### config.mk
export PLATFORM = sky130hd
export DESIGN_NAME = bitmap_run_allocator
export DESIGN_NICKNAME = d
export VERILOG_FILES = /design/src/hdl/bra_pkg.sv /design/src/hdl/bitmap_run_allocator.sv
export SDC_FILE = /design/constraint.sdc
export NUM_CORES = 2
export LEC_CHECK = 0
export BUFFER_PORTS_ARGS = -buffer_cell sky130_fd_sc_hd__buf_2
export CORE_UTILIZATION = 35
export CTS_CLUSTER_DIAMETER = 30
export DETAILED_ROUTE_END_ITERATION = 7
export GPL_TIMING_DRIVEN = 0
export MAX_ROUTING_LAYER = met4
export PLACE_DENSITY = 0.45
export SYNTH_ARGS = -nofsm -noshare
export SYNTH_HDL_FRONTEND = slang
export SYNTH_SLANG_ARGS = --single-unit
### constraint.sdc
create_clock -name clk -period 8.7 [get_ports clk]
set_input_delay 0.435 -clock clk [delete_from_list [all_inputs] [get_ports clk]]
set_output_delay 0.435 -clock clk [all_outputs]
set_load 0.02 [all_outputs]
### src/hdl/bra_pkg.sv
`timescale 1ns / 1ps

package bra_pkg;

  localparam int MAP_BITS        = 1024;
  localparam int WORD_BITS       = 64;
  localparam int BUDDY_MAX_BLOCK = 512;
  localparam int MAP_WORDS       = (MAP_BITS + WORD_BITS - 1) / WORD_BITS;
  localparam int OFF_W           = $clog2(WORD_BITS);
  localparam int WA_W            = $clog2(MAP_WORDS);

  localparam int CNT_W  = 11;
  localparam int IDX_W  = 10;
  localparam int POS_W  = 12;

  localparam logic [1:0] CMD_ALLOC = 2'd0;
  localparam logic [1:0] CMD_SET   = 2'd1;
  localparam logic [1:0] CMD_TEST  = 2'd2;
  localparam logic [1:0] CMD_RSVD  = 2'd3;

  localparam logic [1:0] ST_OK     = 2'd0;
  localparam logic [1:0] ST_NOFIT  = 2'd1;
  localparam logic [1:0] ST_BAD    = 2'd2;

  localparam logic [1:0] POL_FIRST = 2'd0;
  localparam logic [1:0] POL_NEXT  = 2'd1;
  localparam logic [1:0] POL_BEST  = 2'd2;
  localparam logic [1:0] POL_BUDDY = 2'd3;

  localparam logic CFG_POLICY = 1'b0;
  localparam logic CFG_BITS   = 1'b1;

  // smallest power of two not below c, for c up to the buddy limit
  function automatic logic [CNT_W-1:0] round_pow2(input logic [CNT_W-1:0] c);
    logic [CNT_W-1:0] r;
    r = CNT_W'(1);
    for (int k = 0; k < CNT_W - 1; k++) begin
      if (c > (CNT_W'(1) << k)) r = CNT_W'(1) << (k + 1);
    end
    return r;
  endfunction

endpackage

### src/hdl/bitmap_run_allocator.sv
`timescale 1ns / 1ps

// channel   dir  handshake          payload
// in_       in   tvalid/tready      tuser: command; tdata: start_index, run_length, target_value
// out_      out  tvalid/tready      tdata: found_index, status, bit_value
// cfg_      in   wr_en              index 0 alloc_policy, 1 bits_in_use
//
// one request at a time; the map is scanned one bit per cycle out of a
// registered word, with a read and a load state for each word read from the
// map ram. an allocate pass scans up to the valid bits, next fit may need a
// second pass from zero, and inverting the run takes a read and a write state
// per word touched; a test reads the word that holds its bit and returns it.
// rst_n is synchronous; per-word valid bits make the map read as zero after
// reset, so there is no clearing pass. a finished result waits in the output
// register while the next request is taken.

module bitmap_run_allocator (
  input  logic        clk,
  input  logic        rst_n,
  input  logic        in_tvalid,
  output logic        in_tready,
  input  logic [1:0]  in_tuser,   // command
  input  logic [23:0] in_tdata,   // start_index[10:0], run_length[21:11], target_value[22]
  output logic        out_tvalid,
  input  logic        out_tready,
  output logic [15:0] out_tdata,  // found_index[9:0], status[11:10], bit_value[12]
  input  logic        cfg_wr_en,
  input  logic        cfg_index,
  input  logic [10:0] cfg_wdata
);

  localparam int CW = bra_pkg::CNT_W;
  localparam int PW = bra_pkg::POS_W;
  localparam int OW = bra_pkg::OFF_W;
  localparam int AW = bra_pkg::WA_W;
  localparam int WB = bra_pkg::WORD_BITS;

  localparam logic [3:0] S_IDLE = 4'd0;
  localparam logic [3:0] S_PREP = 4'd1;
  localparam logic [3:0] S_RD   = 4'd2;
  localparam logic [3:0] S_LD   = 4'd3;
  localparam logic [3:0] S_SCAN = 4'd4;
  localparam logic [3:0] S_SEND = 4'd5;
  localparam logic [3:0] S_WRD  = 4'd6;
  localparam logic [3:0] S_WMOD = 4'd7;
  localparam logic [3:0] S_TRD  = 4'd8;
  localparam logic [3:0] S_TLD  = 4'd9;
  localparam logic [3:0] S_FIN  = 4'd10;

  logic [3:0]    state_r;
  logic [1:0]    policy_r;
  logic [CW-1:0] bits_r;
  logic [CW-1:0] ptr_r;

  logic [1:0]    cmd_r;
  logic [CW-1:0] st_r, cnt_r, len_r;
  logic          v_r;

  logic [PW-1:0] p_r;
  logic [CW-1:0] c_r, best_r;
  logic [CW-1:0] best_idx_r;
  logic          found_r, blk_ok_r, phase2_r;
  logic [WB-1:0] wreg_r;

  logic [CW-1:0] wr_s_r, wr_e_r;
  logic [AW-1:0] wp_r;
  logic          wr_val_r;

  logic [bra_pkg::IDX_W-1:0] res_idx_r;
  logic [1:0]                res_status_r;
  logic                      res_bit_r;
  logic                      out_valid_r;
  logic [15:0]               out_data_r;

  // map ram with row valid bits
  logic [WB-1:0]        mem [bra_pkg::MAP_WORDS];
  logic [bra_pkg::MAP_WORDS-1:0] row_valid_r;
  logic [WB-1:0]        q_r;
  logic                 qv_r;
  logic [AW-1:0]        mem_addr;
  logic                 mem_we;
  logic [WB-1:0]        mem_wd;

  // derived values
  logic [CW-1:0] n_eff;
  logic [CW-1:0] rnd;
  logic [PW-1:0] aligned;
  logic          bitm, match;
  logic [PW-1:0] p_inc;
  logic [CW-1:0] c_inc, run_r;
  logic [PW-1:0] hit_s, run_s;
  logic [CW-1:0] off;
  logic          ok_n;
  logic [OW-1:0] lo_off, hi_off;
  logic [WB-1:0] wmask, rd_word;
  logic [CW:0]   nf_end;

  assign n_eff   = (bits_r > CW'(bra_pkg::MAP_BITS)) ? CW'(bra_pkg::MAP_BITS) : bits_r;
  assign rnd     = bra_pkg::round_pow2(cnt_r);
  assign aligned = (PW'(st_r) + PW'(rnd) - PW'(1)) & ~(PW'(rnd) - PW'(1));

  assign bitm    = wreg_r[p_r[OW-1:0]];
  assign match   = (bitm == v_r);
  assign p_inc   = p_r + PW'(1);
  assign c_inc   = c_r + CW'(1);
  assign hit_s   = p_inc - PW'(len_r);
  assign run_r   = match ? c_inc : c_r;
  assign run_s   = (match ? p_inc : p_r) - PW'(run_r);
  assign off     = p_r[CW-1:0] & (len_r - CW'(1));
  assign ok_n    = ((off == '0) ? 1'b1 : blk_ok_r) & match;
  assign nf_end  = {1'b0, hit_s[CW-1:0]} + {1'b0, len_r};

  assign rd_word = qv_r ? q_r : '0;
  assign lo_off  = (wp_r == wr_s_r[OW+AW-1:OW]) ? wr_s_r[OW-1:0] : '0;
  assign hi_off  = (wp_r == wr_e_r[OW+AW-1:OW]) ? wr_e_r[OW-1:0] : OW'(WB - 1);
  assign wmask   = ({WB{1'b1}} << lo_off) & ({WB{1'b1}} >> (OW'(WB - 1) - hi_off));

  always_comb begin
    mem_we   = 1'b0;
    mem_wd   = (rd_word & ~wmask) | (wr_val_r ? wmask : '0);
    mem_addr = p_r[OW+AW-1:OW];
    unique case (state_r)
      S_WRD:  mem_addr = wp_r;
      S_WMOD: begin
        mem_addr = wp_r;
        mem_we   = 1'b1;
      end
      S_TRD:  mem_addr = st_r[OW+AW-1:OW];
      default: mem_addr = p_r[OW+AW-1:OW];
    endcase
  end

  always_ff @(posedge clk) begin
    if (mem_we) mem[mem_addr] <= mem_wd;
    q_r  <= mem[mem_addr];
    qv_r <= row_valid_r[mem_addr];
  end

  always_ff @(posedge clk) begin
    if (!rst_n) begin
      row_valid_r <= '0;
    end else if (mem_we) begin
      row_valid_r[mem_addr] <= 1'b1;
    end
  end

  always_ff @(posedge clk) begin
    if (!rst_n) begin
      policy_r <= bra_pkg::POL_FIRST;
      bits_r   <= CW'(1024);
    end else if (cfg_wr_en) begin
      if (cfg_index == bra_pkg::CFG_POLICY) policy_r <= cfg_wdata[1:0];
      else                                  bits_r   <= cfg_wdata;
    end
  end

  always_ff @(posedge clk) begin
    if (!rst_n) begin
      state_r     <= S_IDLE;
      ptr_r       <= '0;
      out_valid_r <= 1'b0;
    end else begin
      if (state_r == S_FIN && (!out_valid_r || out_tready)) begin
        out_valid_r <= 1'b1;
        out_data_r  <= {3'b000, res_bit_r, res_status_r, res_idx_r};
      end else if (out_tready) begin
        out_valid_r <= 1'b0;
      end
      unique case (state_r)
        S_IDLE: begin
          if (in_tvalid) begin
            cmd_r   <= in_tuser;
            st_r    <= in_tdata[10:0];
            cnt_r   <= in_tdata[21:11];
            v_r     <= in_tdata[22];
            state_r <= S_PREP;
          end
        end
        S_PREP: begin
          res_idx_r    <= '0;
          res_bit_r    <= 1'b0;
          res_status_r <= bra_pkg::ST_OK;
          c_r          <= '0;
          found_r      <= 1'b0;
          blk_ok_r     <= 1'b0;
          phase2_r     <= 1'b0;
          unique case (cmd_r)
            bra_pkg::CMD_ALLOC: begin
              len_r <= (policy_r == bra_pkg::POL_BUDDY) ? rnd : cnt_r;
              if (cnt_r == '0) begin
                res_status_r <= bra_pkg::ST_BAD;
                state_r      <= S_FIN;
              end else if (policy_r != bra_pkg::POL_NEXT && st_r > n_eff) begin
                res_status_r <= bra_pkg::ST_BAD;
                state_r      <= S_FIN;
              end else if (policy_r == bra_pkg::POL_BUDDY &&
                           cnt_r > CW'(bra_pkg::BUDDY_MAX_BLOCK)) begin
                res_status_r <= bra_pkg::ST_BAD;
                state_r      <= S_FIN;
              end else if (((policy_r == bra_pkg::POL_BUDDY) ? rnd : cnt_r) > n_eff) begin
                res_status_r <= bra_pkg::ST_NOFIT;
                state_r      <= S_FIN;
              end else begin
                priority case (policy_r)
                  bra_pkg::POL_NEXT:  p_r <= PW'(ptr_r);
                  bra_pkg::POL_BUDDY: p_r <= aligned;
                  default:            p_r <= PW'(st_r);
                endcase
                state_r <= S_RD;
              end
            end
            bra_pkg::CMD_SET: begin
              wr_s_r   <= st_r;
              wr_val_r <= v_r;
              wp_r     <= st_r[OW+AW-1:OW];
              if (policy_r == bra_pkg::POL_BUDDY &&
                  cnt_r > CW'(bra_pkg::BUDDY_MAX_BLOCK)) begin
                res_status_r <= bra_pkg::ST_BAD;
                state_r      <= S_FIN;
              end else if (cnt_r == '0) begin
                state_r <= S_FIN;
                if (st_r > n_eff) res_status_r <= bra_pkg::ST_BAD;
              end else if (st_r > n_eff ||
                  ((policy_r == bra_pkg::POL_BUDDY) ? rnd : cnt_r) > n_eff - st_r) begin
                res_status_r <= bra_pkg::ST_BAD;
                state_r      <= S_FIN;
              end else begin
                wr_e_r  <= st_r + ((policy_r == bra_pkg::POL_BUDDY) ? rnd : cnt_r) - CW'(1);
                state_r <= S_WRD;
              end
            end
            bra_pkg::CMD_TEST: begin
              if (st_r < n_eff) begin
                state_r <= S_TRD;
              end else begin
                res_status_r <= bra_pkg::ST_BAD;
                state_r      <= S_FIN;
              end
            end
            default: begin
              res_status_r <= bra_pkg::ST_BAD;
              state_r      <= S_FIN;
            end
          endcase
        end
        S_RD: begin
          state_r <= (p_r >= PW'(n_eff)) ? S_SEND : S_LD;
        end
        S_LD: begin
          wreg_r  <= rd_word;
          state_r <= S_SCAN;
        end
        S_SCAN: begin
          logic hit;
          hit = 1'b0;
          priority case (policy_r)
            bra_pkg::POL_BEST: begin
              c_r <= match ? c_inc : '0;
              if ((!match || p_inc == PW'(n_eff)) && run_r >= len_r &&
                  (!found_r || run_r < best_r)) begin
                found_r    <= 1'b1;
                best_r     <= run_r;
                best_idx_r <= run_s[CW-1:0];
              end
            end
            bra_pkg::POL_BUDDY: begin
              blk_ok_r <= ok_n;
              hit = ok_n && (off == len_r - CW'(1));
            end
            default: begin
              c_r <= match ? c_inc : '0;
              hit = match && (c_inc == len_r);
            end
          endcase
          if (hit) begin
            if (phase2_r && hit_s >= PW'(ptr_r)) begin
              res_status_r <= bra_pkg::ST_NOFIT;
              state_r      <= S_FIN;
            end else begin
              res_idx_r <= hit_s[bra_pkg::IDX_W-1:0];
              wr_s_r    <= hit_s[CW-1:0];
              wr_e_r    <= hit_s[CW-1:0] + len_r - CW'(1);
              wp_r      <= hit_s[OW+AW-1:OW];
              wr_val_r  <= ~v_r;
              if (policy_r == bra_pkg::POL_NEXT)
                ptr_r <= (nf_end >= {1'b0, n_eff}) ? '0 : nf_end[CW-1:0];
              state_r <= S_WRD;
            end
          end else begin
            p_r <= p_inc;
            if (p_inc == PW'(n_eff))           state_r <= S_SEND;
            else if (p_r[OW-1:0] == OW'(WB - 1)) state_r <= S_RD;
          end
        end
        S_SEND: begin
          if (policy_r == bra_pkg::POL_NEXT && !phase2_r && ptr_r != '0) begin
            phase2_r <= 1'b1;
            p_r      <= '0;
            c_r      <= '0;
            state_r  <= S_RD;
          end else if (policy_r == bra_pkg::POL_BEST && found_r) begin
            res_idx_r <= best_idx_r[bra_pkg::IDX_W-1:0];
            wr_s_r    <= best_idx_r;
            wr_e_r    <= best_idx_r + len_r - CW'(1);
            wp_r      <= best_idx_r[OW+AW-1:OW];
            wr_val_r  <= ~v_r;
            state_r   <= S_WRD;
          end else begin
            res_status_r <= bra_pkg::ST_NOFIT;
            state_r      <= S_FIN;
          end
        end
        S_WRD:  state_r <= S_WMOD;
        S_WMOD: begin
          if (wp_r == wr_e_r[OW+AW-1:OW]) begin
            state_r <= S_FIN;
          end else begin
            wp_r    <= wp_r + AW'(1);
            state_r <= S_WRD;
          end
        end
        S_TRD:  state_r <= S_TLD;
        S_TLD: begin
          res_bit_r <= rd_word[st_r[OW-1:0]];
          state_r   <= S_FIN;
        end
        S_FIN: begin
          if (!out_valid_r || out_tready) state_r <= S_IDLE;
        end
        default: state_r <= S_IDLE;
      endcase
    end
  end

  assign in_tready  = (state_r == S_IDLE);
  assign out_tvalid = out_valid_r;
  assign out_tdata  = out_data_r;

endmodule

* Yosys cells after proc, flatten, opt, wreduce, memory -nomap -nowiden
Memories as Yosys holds them, arrays and structs flattened. A register that Yosys moved wholly into a read port is not among the register bits.
Cells that the tools add are included.
** Storage, ports and cells
- Flip-flop bits (word level) :: 244
- RAM bits :: 1024
- Bits of input ports :: 43
- Output and inout port bits :: 18
- Logic and storage cells :: 309
- Memories :: 1
** Operators by class
- Add/sub/neg operators :: 18
- Order comparisons :: 24
- Equality and inequality tests :: 46
- Shift-type cells :: 2
- Mux-type cells :: 126
- Bitwise logic cells :: 12
- Reductions and logical operators :: 52
** Memories
- mem :: depth 16, bits a word 64, read ports 1, clocked after Yosys merged registers in 1, write ports 1, RTL line bitmap_run_allocator.sv:76 : logic [WB-1:0] mem [bra_pkg::MAP_WORDS];
** Operators by type and width (count)
- two-way mux 10 bit :: 18
- two-way mux 11 bit :: 16
- AND 64 bit :: 2
- two-way mux 64 bit :: 2
- one-hot mux 10 bit (3 select lines) :: 3
- two-way mux 4 bit :: 22
- two-way mux 12 bit :: 7
- NOT 64 bit :: 1
- OR 64 bit :: 1
- << shifter 64 x 6 -> 64 bit (first input constant) :: 1
- >> shifter 64 x 6 -> 64 bit (first input constant) :: 1
- one-hot mux 4 bit (11 select lines) :: 1
- != test 2 bit (second input constant) :: 19
- >= comparator 12 x 11 -> 1 bit :: 3
- one-hot mux 12 bit (3 select lines) :: 1
- greater-than comparator 11 bit :: 3
- one-hot mux 11 bit (3 select lines) :: 1
- adder 10 bit :: 3
- subtractor 10 x 1 -> 10 bit (second input constant) :: 3
- two-way mux 2 bit :: 14
- adder 11 x 11 -> 12 bit :: 2
- one-hot mux 12 bit (2 select lines) :: 1
- equality test 11 bit :: 2
- logical NOT 11 bit :: 2
- 74 further kinds :: 151

* Longest topological paths before layout
- Depth in word-level cells :: 21
- Gate-level depth with buffers :: 27
- Gate-level depth less buffers :: 25

* Worst setup path before layout
No wires, ideal clock.
- Path kind :: reg2reg
- Start :: reg state_r[1]
- End :: reg wreg_r[0] (enable)
- Setup time :: 643 ps
- Data arrival time :: 6742 ps
- Required time :: 8057 ps
- Slack :: 1314 ps
- Cell stages (with the launch flop) :: 4
- Buffers on the path :: 1
- Clock period less this slack :: 7386 ps
- Path through :: dfxtp_1 -> buf_6 -> clkinv_1 -> nor4_1
** Between the ends
- Word-level cells in the longest chain between the ends :: 2
** RTL lines
- start: declaration :: RTL line bitmap_run_allocator.sv:50 : logic [3:0] state_r;
- start signal: assignment :: RTL line bitmap_run_allocator.sv:247 : state_r <= (p_r >= PW'(n_eff)) ? S_SEND : S_LD;
- equality test 4 x 2 -> 1 bit :: RTL line bitmap_run_allocator.sv:169 : unique case (state_r)
- AND reduction 2 bit (no source line)
- end signal: assignment :: RTL line bitmap_run_allocator.sv:250 : wreg_r <= rd_word;
- end: declaration :: RTL line bitmap_run_allocator.sv:63 : logic [WB-1:0] wreg_r;
No other way between the ends.
A chain may end at the register's enable or synchronous reset.

* Worst setup path in the final report
- Start :: reg p_r[0]
- End :: reg best_r[6] (enable)
** Between the ends
- Word-level cells in the longest chain between the ends :: 8
- Elaborated cells on any way between the ends :: 14
- Those cells by class :: 1 x add/sub; 2 x order compare; 2 x eq/ne; 3 x mux; 6 x reduce/logical
** RTL lines
- start: declaration :: RTL line bitmap_run_allocator.sv:59 : logic [PW-1:0] p_r;
- start signal: assignment :: RTL line bitmap_run_allocator.sv:205 : bra_pkg::POL_NEXT: p_r <= PW'(ptr_r);
- start signal: assignment :: RTL line bitmap_run_allocator.sv:206 : bra_pkg::POL_BUDDY: p_r <= aligned;
- start signal: assignment :: RTL line bitmap_run_allocator.sv:207 : default: p_r <= PW'(st_r);
- binary-select mux 1 bit (select 6 bit) (*) :: RTL line bitmap_run_allocator.sv:102 : assign bitm = wreg_r[p_r[OW-1:0]];
- two-way mux 1 bit (implied by the code) (*) :: RTL line bitmap_run_allocator.sv:102
- equality test 1 bit (*) :: RTL line bitmap_run_allocator.sv:103 : assign match = (bitm == v_r);
- two-way mux 11 bit (*) :: RTL line bitmap_run_allocator.sv:107 : assign run_r = match ? c_inc : c_r;
- named net run_r[1] :: RTL line bitmap_run_allocator.sv:90 : logic [CW-1:0] c_inc, run_r;
- >= comparator 11 bit or < comparator 11 bit (tied branches) :: RTL line bitmap_run_allocator.sv:259, bitmap_run_allocator.sv:260
- logical AND 1 bit or logical OR 1 bit (tied branches) :: RTL line bitmap_run_allocator.sv:259, bitmap_run_allocator.sv:260
- logical AND 1 bit (*) :: RTL line bitmap_run_allocator.sv:259 : if ((!match || p_inc == PW'(n_eff)) && run_r >= len_r &&
- AND reduction 4 bit (no source line) (*)
- end signal: assignment :: RTL line bitmap_run_allocator.sv:262 : best_r <= run_r;
- end: declaration :: RTL line bitmap_run_allocator.sv:60 : logic [CW-1:0] c_r, best_r;
The timed path passes the listed nets; every way through them passes the cells marked *. The select of a mux whose other input is x is not followed.

==> key figures <==
Outcome
  – Status: finished with violations
  – Failing checks: capacitance limit, slew limit

Clock tree
  – Reg clk slew, reported paths: 0.04 ns
  – Worst skew pair latency: 0.93 ns
  – Longest Clk Path Bufs: 4
  – Clk root buf: clkbuf_16
  – Level count of the clock H-tree: 5
  – Postcts setup bufs: 0
  – Clk sinks: 1332
  – CTS tree: built
  – CTS buffer count: 356

Detailed routing
  – # DRC: 0
  – First-pass DRT Iterations: 6
  – Final ANT Viol Nets: 0
  – Routed vias: ~44000
  – WL final: approximately 220000 um
  – Iteration-0 DRC Markers: between 3000 and 4000
  – DR vias/cell: 5.25
  – Routed wire length per instance: 26.3 um

Global route
  – First-pass GRT wire length: 317000 um
  – Initial antenna violation count: 14
  – GRT Util Overall: 25.5%
  – Pin count of the biggest net entering global routing: 27
  – Vias in the first global route: 44200
  – Total gr overflow: 0

Synth
  – Yosys reg bits: 1332
  – Async SR Flop Fraction: 0%
  – Post-synthesis sequential area ratio: ~63%
  – Cells after Synth: between 5000 and 6000
  – Ranking of synthesized cells by area: edfxtp_1 60%, nand2_1 7.3%, nand3_1 4.6%
  – Count leader, synth: edfxtp_1
  – Synth Cell Area: 61500 sq um
  – Yosys top cell area share: roughly three fifths
  – Post-synth EDFFs: between 1000 and 1500
  – Ys Warns: 0
  – Synth cell count leaders: 1222 x edfxtp_1, 1193 x nand2_1, 563 x nand3_1
  – Post-synth top flop: edfxtp_1
  – Area leader, netlist: edfxtp_1
  – Syn_area_per_cell: around 12 sq um
  – Netlist cell types: 88

Die
  – Die width: 421 um
  – Die span in y: roughly 420 um
  – FP Rows: 153
  – Area of the core: 174000 sq um
  – Initial Utilization: 35.3%
  – Die area: between 150000 and 200000 sq um
  – Top-level port count: 61

Timing
  – Setup Skew: a little under 0.1 ns
  – # setup viols final: 0
  – Worst setup margin: 1.27 ns
  – FMAX: 135 MHz
  – Least-Margin Pin Slew: 1.53 ns
  – Pins Over Slew Limit: 7
  – Hold slack: around 0.060 ns
  – Crit path time final: between 7 and 8 ns
  – Final period util: a little under nine tenths
  – Slew Limit Headroom: -1.84%
  – Final Hold Fails: 0
  – RSZ-0062 raised after global routing: no

Place
  – Number of buffer cells added on primary ports: 56
  – Placer Congestion: between 0.9 and 1
  – Dpl cells: 7772
  – DP Area: 66300 sq um
  – Placement Setup Slack: 1.29 ns
  – Post-DP HPWL: roughly 160000 um

Critical path
  – Req. time, crit path: 9.24 ns
  – R2r startpoint: p_r[0]
  – Crit end category: flop
  – Worst path cell trace: buf_6, buf_8, mux4_1, and2_1, o31ai_2, mux2i_1, xnor2_4, buf_2, buf_2, mux2i_1, inv_1, ha_1, nor2b_1, o21ai_0, nand2_1, a21o_1, a21oi_1, o21ai_0, a41o_1, a21oi_1, a221o_1, nor3b_2, buf_6, buf_8
  – CP Launch Type: flop
  – Kind of critical path: reg -> reg
  – RR Endpoint: best_r[6]
  – Largest stage delay, worst path: 0.74 ns
  – Worst path arrival time: 7.97 ns
  – FF-to-FF path depth: 24
  – R2R Setup Slk: 1.27 ns
  – Worst path slowest cell: o31ai_2
  – Worst-path maximum fanout: 11

Pwr
  – Leakage power: 0.0291 uW
  – Pwr/cell area: 383 nW/um^2
  – Flop pwr share: 27.1%
  – Switch share: 35.7%
  – Internal power: 19300 uW
  – Pwr Total: 30000 uW
  – NetSw: 10700 uW
  – Comb power frac: 30.9%
  – Max VDD drop: 0.000256 V
  – Power share of the clock group: a little over two fifths

Run
  – Maxcap violations: 1

Min path
  – Hold Crit Depth: 3
  – Hold path start: rst_n
  – Hold crit path type: in -> reg
  – Hold EP: state_r[0]

Layout
  – Area of the multi-input gates: 20500 sq um
  – Layout cells sized above 1: between 10% and 20%
  – Area delta synth->final: 27.2%
  – Final nets: about 6000
  – Seq. cell area: 38900 sq um
  – Filler Cell Count: about 16000
  – Post-route cell area: 78300 sq um
  – Final std cells w/o fill: 8460
logic make-up after synthesis:
kind of cell | share of synthesized area, %
AOI/OAI and AO/OA | 7.83
xor gates and xnor gates | 2.07
adders and majority gates | 4.21
buffers and inverters | 3.62
DFF | 63.2
muxes | 2.76
other | 0.00610
and+or+nand+nor | 16.3
power by group through the flow:
stage	clock network [uW]	logic (uW)	registers, uW
4_1_cts	12700	9330	8140
3_5_place_dp	0	9250	8240
6_report	12600	9280	8140
2_1_floorplan	0	5380	8090
3_3_place_gp	0	9170	8250
5_1_grt	13100	10000	8150
sequential cells by signal (all words and copies together), names as in the netlist, 11 cells and up:
| name | flops |
|---|---|
| best_r | 11 |
| bits_r | 11 |
| c_r | 11 |
| cnt_r | 11 |
| len_r | 11 |
| mem | 1024 |
| out_tdata | 13 |
| p_r | 12 |
| ptr_r | 11 |
| q_r | 64 |
| row_valid_r | 16 |
| st_r | 11 |
| wreg_r | 64 |
what timing repair did:
item / CTS / global route
resized for setup: 0 / 0
hold buffers: 43 / 0
endpoints found under the hold margin: 40 / 0
layout make-up:
type | instances | share of cell area [%]
sequential | 1332 | 49.7
multi-input combinational | 3391 | 26.2
clock buffer | 429 | 12.1
tap | 2325 | 3.72
clock inverter | 208 | 2.70
timing repair buffer | 210 | 2.67
buffer | 316 | 1.72
inverter | 241 | 1.16
antenna | 8 | 0.0256
through the flow:
stage | util [%] | setup TNS (ns)
after floorplan | - | 0
after global placement | 37.1 | -4959.00
after detailed placement | 38.0 | 0
after CTS | 44.9 | 0
after global routing | 44.9 | 0
final | 44.9 | 0
placed cells by master, fill, tap and decap left out, types with 19 or more instances in the layout:
master         instances
and3_1                81
xor2_1                29
a311oi_1             132
ha_1                 194
buf_4                 23
and2_1                75
clkinv_1              61
clkbuf_16            360
nor2b_1               22
mux2i_1               19
nand3_1              563
a21oi_1              135
mux4_2                28
o21ai_0               90
buf_2                 75
edfxtp_1            1222
xnor2_1              103
clkinv_2              70
a21o_1                40
inv_1                236
mux2_2                66
nor3_1                31
clkbuf_1             295
dfxtp_1              110
a31oi_1               84
nand2_1             1193
bufinv_16             39
buf_6                 84
o21a_1                25
nor2_1               148
dlygate4sd3_1         43
nand2b_1              23
worst max path at each step:
stage,endpoint,cells after the start,from,slack [ns]
floorplan,wreg_r[0],3,state_r[1],1.31
global placement,mem[9][27],10,state_r[1],-5.64
detailed placement,best_r[6],22,p_r[0],1.29
CTS,best_r[6],22,p_r[0],1.21
global route,best_r[6],24,p_r[0],0.99
finish,best_r[6],24,p_r[0],1.27
routing by layer:
| metal | vias up | wire length, um | global-route usage (%) |
|---|---|---|---|
| li1 | 20600 | - | - |
| met1 | 21900 | 93000 | 31.4 |
| met2 | 1468 | 106000 | 40.4 |
| met3 | 503 | 12400 | 4.37 |
| met4 | 0 | 11000 | 12.6 |
| met5 | - | 0 | - |
worst max-delay path: cells and delay by family, from the launching register on:
kind,cells,cell delay (ns)
adders and majority gates,1,0.33
and+or+nand+nor,4,0.61
xor gates and xnor gates,1,0.50
AOI/OAI and AO/OA,8,1.97
buffers and inverters,7,1.66
DFF,1,0.50
muxes,3,1.44
(Power assumes the default switching activity.)
